### src/xrg_pkg.sv
// xrg_pkg: widths, action codes and the remainder-unit request type.
// No dependencies; imported by every module of the generator.
package xrg_pkg;

  localparam int WORD_W = 32;
  localparam int CNT_W  = $clog2(WORD_W);

  // xorshift shift amounts
  localparam int SH_A = 13;
  localparam int SH_B = 17;
  localparam int SH_C = 5;

  localparam logic [WORD_W-1:0] SEED_ONE = WORD_W'(1);

  typedef enum logic [1:0] {
    ACT_LOAD  = 2'd0,
    ACT_NEXT  = 2'd1,
    ACT_RANGE = 2'd2
  } xrg_action_t;

  // request to the shared remainder unit
  typedef struct packed {
    logic              start;
    logic [WORD_W-1:0] dividend;
    logic [WORD_W-1:0] divisor;
  } xrg_div_req_t;

  // reply from the shared remainder unit
  typedef struct packed {
    logic              done;
    logic [WORD_W-1:0] rem;
  } xrg_div_rsp_t;

  // one xorshift step: left 13, right 17, left 5
  function automatic logic [WORD_W-1:0] xrg_advance(input logic [WORD_W-1:0] w);
    logic [WORD_W-1:0] x;
    x = w;
    x = x ^ (x << SH_A);
    x = x ^ (x >> SH_B);
    x = x ^ (x << SH_C);
    return x;
  endfunction

endpackage

### src/xrg_rem.sv
// xrg_rem: restoring remainder unit, one quotient bit per cycle.
// Depends on xrg_pkg.
module xrg_rem
  import xrg_pkg::*;
(
  input  logic         clk,
  input  logic         rst_n,
  input  xrg_div_req_t req,
  output xrg_div_rsp_t rsp
);

  logic [CNT_W-1:0]  cnt_r, cnt_nxt;
  logic              busy_r, busy_nxt;
  logic              done_r, done_nxt;
  logic [WORD_W-1:0] num_r, num_nxt;
  logic [WORD_W-1:0] rem_r, rem_nxt;
  logic [WORD_W-1:0] div_r, div_nxt;
  logic [WORD_W:0]   trial;
  logic [WORD_W:0]   diff;

  // shift in the next dividend bit and subtract when it fits
  assign trial = {rem_r, num_r[WORD_W-1]};
  assign diff  = trial - {1'b0, div_r};

  always_comb begin
    cnt_nxt  = cnt_r;
    busy_nxt = busy_r;
    done_nxt = 1'b0;
    num_nxt  = num_r;
    rem_nxt  = rem_r;
    div_nxt  = div_r;
    if (req.start) begin
      cnt_nxt  = CNT_W'(WORD_W - 1);
      busy_nxt = 1'b1;
      num_nxt  = req.dividend;
      rem_nxt  = '0;
      div_nxt  = req.divisor;
    end else if (busy_r) begin
      num_nxt = {num_r[WORD_W-2:0], 1'b0};
      rem_nxt = diff[WORD_W] ? trial[WORD_W-1:0] : diff[WORD_W-1:0];
      cnt_nxt = cnt_r - CNT_W'(1);
      if (cnt_r == '0) begin
        busy_nxt = 1'b0;
        done_nxt = 1'b1;
      end
    end
  end

  always_ff @(posedge clk) begin
    if (!rst_n) begin
      busy_r <= 1'b0;
      done_r <= 1'b0;
      cnt_r  <= '0;
    end else begin
      busy_r <= busy_nxt;
      done_r <= done_nxt;
      cnt_r  <= cnt_nxt;
      num_r  <= num_nxt;
      rem_r  <= rem_nxt;
      div_r  <= div_nxt;
    end
  end

  assign rsp.done = done_r;
  assign rsp.rem  = rem_r;

endmodule

### src/xorshift_range_generator.sv
// xorshift_range_generator: top level, action sequencer and result register.
// Depends on xrg_pkg and xrg_rem (shared remainder unit).
//
// Usage:
//   Input channel (in_valid/in_ready) carries one action per beat:
//   load seed (no result), next word, or bounded draw in [low, high).
//   Result channel (out_valid/out_ready) carries one 32-bit value per
//   next or draw beat; load beats and action code 3 give no result.
//   A load leaves the sequencer idle (ready again next cycle); next and
//   empty range go to ST_DONE, which sets out_valid once the output is free.
//   A non-empty draw makes two passes through the bit-serial remainder
//   unit (threshold, then final reduction), trying k >= 1 generator
//   words in ST_DRAW between the passes.
//   The block accepts one item at a time: in_ready is high only while the
//   sequencer is idle, even while a result waits in the output register.
//   Reset sets the generator word to 1 and empties the result register.
//   If the receiver stalls, the result holds; a further finished result
//   waits in the sequencer until the output register frees up.
module xorshift_range_generator
  import xrg_pkg::*;
(
  input  logic              clk,
  input  logic              rst_n,
  input  logic              in_valid,
  output logic              in_ready,
  input  logic [1:0]        in_action,
  input  logic [WORD_W-1:0] in_seed_value,
  input  logic [WORD_W-1:0] in_range_low,
  input  logic [WORD_W-1:0] in_range_high,
  output logic              out_valid,
  input  logic              out_ready,
  output logic [WORD_W-1:0] out_value
);

  typedef enum logic [2:0] {
    ST_IDLE,
    ST_THR,
    ST_DRAW,
    ST_RED,
    ST_DONE
  } state_t;

  state_t            state_r, state_nxt;
  logic [WORD_W-1:0] word_r, word_nxt;
  logic [WORD_W-1:0] span_r, span_nxt;
  logic [WORD_W-1:0] low_r, low_nxt;
  logic [WORD_W-1:0] thr_r, thr_nxt;
  logic [WORD_W-1:0] res_r, res_nxt;
  logic              out_valid_r, out_valid_nxt;
  logic [WORD_W-1:0] out_value_r, out_value_nxt;

  logic              in_beat;
  logic [WORD_W-1:0] adv_word;
  logic [WORD_W-1:0] in_span;
  xrg_div_req_t      div_req;
  xrg_div_rsp_t      div_rsp;

  assign in_ready = (state_r == ST_IDLE);
  assign in_beat  = in_valid && in_ready;
  assign adv_word = xrg_advance(word_r);
  assign in_span  = in_range_high - in_range_low;

  // shared remainder unit: threshold pass and final reduction
  xrg_rem u_rem (
    .clk   (clk),
    .rst_n (rst_n),
    .req   (div_req),
    .rsp   (div_rsp)
  );

  // sequencer next state
  always_comb begin
    state_nxt     = state_r;
    word_nxt      = word_r;
    span_nxt      = span_r;
    low_nxt       = low_r;
    thr_nxt       = thr_r;
    res_nxt       = res_r;
    out_valid_nxt = out_valid_r;
    out_value_nxt = out_value_r;
    div_req       = '{start: 1'b0, dividend: '0, divisor: span_r};

    if (out_valid_r && out_ready) begin
      out_valid_nxt = 1'b0;
    end

    case (state_r)
      ST_IDLE: begin
        if (in_beat) begin
          case (in_action)
            ACT_LOAD: begin
              word_nxt = (in_seed_value == '0) ? SEED_ONE : in_seed_value;
            end
            ACT_NEXT: begin
              word_nxt  = adv_word;
              res_nxt   = adv_word;
              state_nxt = ST_DONE;
            end
            ACT_RANGE: begin
              if (in_range_high <= in_range_low) begin
                res_nxt   = in_range_low;
                state_nxt = ST_DONE;
              end else begin
                // threshold = (2^32 - span) mod span
                span_nxt  = in_span;
                low_nxt   = in_range_low;
                div_req   = '{start: 1'b1, dividend: '0 - in_span, divisor: in_span};
                state_nxt = ST_THR;
              end
            end
            default: begin
            end
          endcase
        end
      end
      ST_THR: begin
        if (div_rsp.done) begin
          thr_nxt   = div_rsp.rem;
          state_nxt = ST_DRAW;
        end
      end
      ST_DRAW: begin
        // one generator word per cycle until one clears the threshold
        word_nxt = adv_word;
        if (adv_word >= thr_r) begin
          div_req   = '{start: 1'b1, dividend: adv_word, divisor: span_r};
          state_nxt = ST_RED;
        end
      end
      ST_RED: begin
        if (div_rsp.done) begin
          res_nxt   = low_r + div_rsp.rem;
          state_nxt = ST_DONE;
        end
      end
      ST_DONE: begin
        if (!out_valid_r || out_ready) begin
          out_valid_nxt = 1'b1;
          out_value_nxt = res_r;
          state_nxt     = ST_IDLE;
        end
      end
      default: begin
        state_nxt = ST_IDLE;
      end
    endcase
  end

  always_ff @(posedge clk) begin
    if (!rst_n) begin
      state_r     <= ST_IDLE;
      out_valid_r <= 1'b0;
      word_r      <= SEED_ONE;
    end else begin
      state_r     <= state_nxt;
      out_valid_r <= out_valid_nxt;
      word_r      <= word_nxt;
      span_r      <= span_nxt;
      low_r       <= low_nxt;
      thr_r       <= thr_nxt;
      res_r       <= res_nxt;
      out_value_r <= out_value_nxt;
    end
  end

  assign out_valid = out_valid_r;
  assign out_value = out_value_r;

endmodule

### config.mk
export PLATFORM = sky130hd
export DESIGN_NAME = xorshift_range_generator
export DESIGN_NICKNAME = d
export VERILOG_FILES = /design/src/xrg_pkg.sv /design/src/xrg_rem.sv /design/src/xorshift_range_generator.sv
export SDC_FILE = /design/constraint.sdc
export NUM_CORES = 1
export LEC_CHECK = 0
export BUFFER_PORTS_ARGS = -buffer_cell sky130_fd_sc_hd__buf_4
export CAP_MARGIN = 20
export CELL_PAD_IN_SITES_DETAIL_PLACEMENT = 0
export CELL_PAD_IN_SITES_GLOBAL_PLACEMENT = 2
export CORE_ASPECT_RATIO = 0.75
export CORE_UTILIZATION = 40
export DETAILED_ROUTE_END_ITERATION = 10
export MAX_ROUTING_LAYER = met4
export PLACE_DENSITY = 0.79
export SLEW_MARGIN = 10
export SYNTH_ARGS = -nofsm -noshare
export SYNTH_HDL_FRONTEND = slang
export SYNTH_SLANG_ARGS = --single-unit
### constraint.sdc
create_clock -name clk -period 8.1 [get_ports clk]
set_input_delay 0.405 -clock clk [delete_from_list [all_inputs] [get_ports clk]]
set_output_delay 0.405 -clock clk [all_outputs]
set_load 0.005 [all_outputs]
==> summary.txt <==
Synthesis
  • Yosys cell types: 83
  • Sequential fraction of the synthesis area: 0.4547
  • Synth area leader: edfxtp_1
  • Synthesized area: 18800 um2
  • Syn. warnings: 0
  • Syn Area/Cell: about 10 um2
  • Seq cells post-synth: 299
  • EDFF count, synth: 256
  • Asr flop ratio synth: 0
  • Top cell type's share of synthesized area: 0.4089
  • Syn Nets: 2093
  • Top post-synthesis cells by area: edfxtp_1 41%, ha_1 8.7%, dfxtp_1 4.6%, xnor2_1 4.6%, xor2_1 3.3%
  • Ys flop type: edfxtp_1
  • Synth Instances: roughly 1900

Power
  • Net Sw Power: around 1400 uW
  • Clock Power Share: 0.358
  • VDD IR max: 0.0001425 V
  • Int Pwr: approximately 3100 uW
  • Power per Cell Area: a little over 200 nW/um2
  • Seq pwr share: 0.401
  • Comb pwr share: 0.241
  • Switching Share: 0.3063
  • Pleak: 0.008988 uW

Outcome
  • Status: complete, no violations

Clock network
  • CTS buffer count: 35
  • Worst skew pair latency: about 0.53 ns
  • CTS Buffer Depth: 3
  • Hold-fix buffer count after cts: 0
  • CTS sink count: around 300
  • Root buf cell: clkbuf_16
  • H-tree Lvls: 2
  • CTS tree: yes
  • Worst-path clk slew: 0.06 ns
  • Resize count post-CTS: 0
  • Post CTS Setup Buffer Count: 0

Global routing
  • Vias in the first global route: roughly 14000
  • GRT overflow: 0
  • Total GRT Usage: 0.2570
  • Initial antenna violation count: 0
  • Largest net degree at the start of global routing: 62
  • First-pass GRT wire length: approximately 90000 um

Floorplanning
  • Die W: 252.3 um
  • Die Span Y: 189.8 um
  • Starting density of the core: 0.4069
  • Die area: 47880 um2
  • Core Rows: 68
  • I/O Pins: 136
  • Core area: 46200 um2

STA
  • Max Fclk: 209.2 MHz
  • Max-slew violations: 0
  • Hold Violations, Final: 0
  • RSZ-0062 raised after global routing: no
  • Worst Tran Pin Value: 0.9636 ns
  • Minimum clock period: approximately 4.8 ns
  • Setup_tns: 0 ns
  • Final setup fails: 0
  • Final worst setup slack: 3.319 ns
  • Slew headroom: 0.3530
  • Tcrit/Tclk final: 0.5902
  • Clock Skews: 0.01254 ns

Worst setup path
  • Reg-to-reg slack, setup: 3.32 ns
  • WP data required: between 8 and 9 ns
  • Critical path class: reg2reg
  • Reg2reg end: u_rem.num_r[16]
  • Worst Setup Start Kind: flop
  • Crit end category: flop
  • R2R Path Start: word_r[4]
  • Data arrival, critical path: 5.10 ns
  • Worst R2R Path Depth: 17
  • Maximum fanout along the worst path: 23

Layout
  • Most frequent cells in the layout: 256 x edfxtp_1, 160 x buf_4, 149 x inv_1, 144 x nand2_1, 130 x ha_1
  • Diodes inserted: 0
  • Final #Nets: about 2200
  • Fillers: 4377
  • Synthesis-to-finish area growth: 15.50%
  • Fraction of layout cells with a size suffix above 1: 0.1336
  • Commonest non-fill, non-tap cell in the layout: edfxtp_1

Place
  • Placer Congestion: 0.9427
  • Pre-CTS setup slack: 2.954 ns
  • Port bufs: 135
  • Post-DP HPWL: 46750 um

Route
  • Starting DRC count in detailed routing: 1273
  • Met1 WL: roughly 31000 um
  • Vias/cell: roughly 5.6
  • DR top layer: met4
  • Post-route ant nets: 0
  • DR WL/cell: ~22 um
  • Routed wire length: 59480 um
  • First drt pass iteration count: 5
  • Vias: roughly 15000
  • Met3 Routed Length: 5536 um
  • DR DRC count: 0
  • Met2 WL: 22230 um

Flow run
  • Max_cap viols: 0

Hold path
  • Hold depth: 1
  • Worst Hold End: low_r[30]
  • Hold crit path type: in2reg
  • Hold wc startpoint: in_range_low[30]
cell usage after synthesis (all sizes together) (10+ instances only):
library cell	instances
a211oi	18
a21o	72
a21oi	119
a221o	10
a221oi	18
a22oi	17
a31oi	13
and3	16
buf	17
clkbuf	50
dfxtp	43
edfxtp	256
ha	130
inv	150
mux2	22
mux2i	30
nand2	147
nand2b	20
nand3	34
nand4	23
nor2	128
nor2b	17
nor3	43
nor4	17
o211ai	31
o21a	19
o21ai	111
o21bai	13
o221ai	10
o31ai	10
xnor2	98
xor2	71
stage by stage:
step	instances	hold slack (ns)	utilization	power, uW	area, um2
floorplan	1858	0.4003	-	2471	18800
global placement	2581	0.4005	0.4450	2869	20560
detailed placement	2581	0.4045	0.4450	2873	20560
CTS	2643	0.04328	0.4696	4469	21690
global route	2644	0.04635	0.4700	4648	21710
finish	2644	0.06303	0.4700	4451	21710
registers in the layout (all words and copies together) (netlist names):
| signal | cells |
|---|---|
| low_r | 32 |
| out_value | 32 |
| res_r | 32 |
| span_r | 32 |
| thr_r | 32 |
| u_rem.div_r | 32 |
| u_rem.num_r | 32 |
| u_rem.rem_r | 32 |
| word_r | 32 |
| u_rem.cnt_r | 5 |
| state_r | 3 |
| out_valid | 1 |
| u_rem.busy_r | 1 |
| u_rem.done_r | 1 |
worst max-delay path, stage by stage, from the launching register on:
cell and delay [ns]:
dfxtp_1 0.39, xor2_1 0.40, xnor2_1 0.33, xnor2_1 0.55, inv_1 0.09, ha_1 0.31, a21o_1 0.16, a21o_1 0.17
a21oi_1 0.12, o21ai_0 0.10, nand3_1 0.10, a21oi_1 0.11, o211ai_1 0.23, buf_4 0.30, and2_1 0.53, buf_4 0.40
nand2_1 0.14, o221ai_1 0.13
how the worst max path moves through the flow:
stage	from	to	slack, ns	cells past startpoint
2_1_floorplan	word_r[17]	u_rem.num_r[0]	2.00	16
4_1_cts	word_r[18]	u_rem.rem_r[4]	2.89	16
5_1_grt	word_r[17]	u_rem.num_r[16]	3.12	16
3_3_place_gp	in_range_low[7]	u_rem.rem_r[5]	3.01	14
3_5_place_dp	word_r[18]	u_rem.num_r[19]	2.95	16
6_report	word_r[4]	u_rem.num_r[16]	3.32	17
kinds of logic (layout without fill, tap and decap cells):
family	after synthesis	after routing	synth area share
buf+inv	218	374	0.04532
xor+xnor	169	169	0.07873
simple gates	479	479	0.1213
mux	52	52	0.02915
compound gates	508	508	0.1811
flops	299	299	0.4547
fa+ha+maj	133	133	0.08971
area by class of cell:
cell class / instances / area [um2] / area share
multi-input cells: 1341 / 9454 / 0.4354
flip-flops and latches: 299 / 8548 / 0.3937
repair buffers: 161 / 1221 / 0.05624
clock buffers: 43 / 948.4 / 0.04368
well taps: 630 / 788.3 / 0.03630
inverters: 151 / 566.8 / 0.02610
clock inverters: 19 / 187.7 / 0.008643
power by group through the flow:
stage	clock, uW	combinational [uW]	sequential, uW
floorplan	0	663	1810
global placement	0	1050	1810
detailed placement	0	1060	1820
CTS	1620	1060	1780
global route	1690	1170	1790
finish	1590	1070	1780
routing by layer:
metal,vias up,global-route usage
met2,495,0.3236
met1,7026,0.4001
met5,-,-
li1,7093,-
met4,0,0.05641
met3,73,0.06540
No activity file was read; power rests on OpenSTA's default activity.
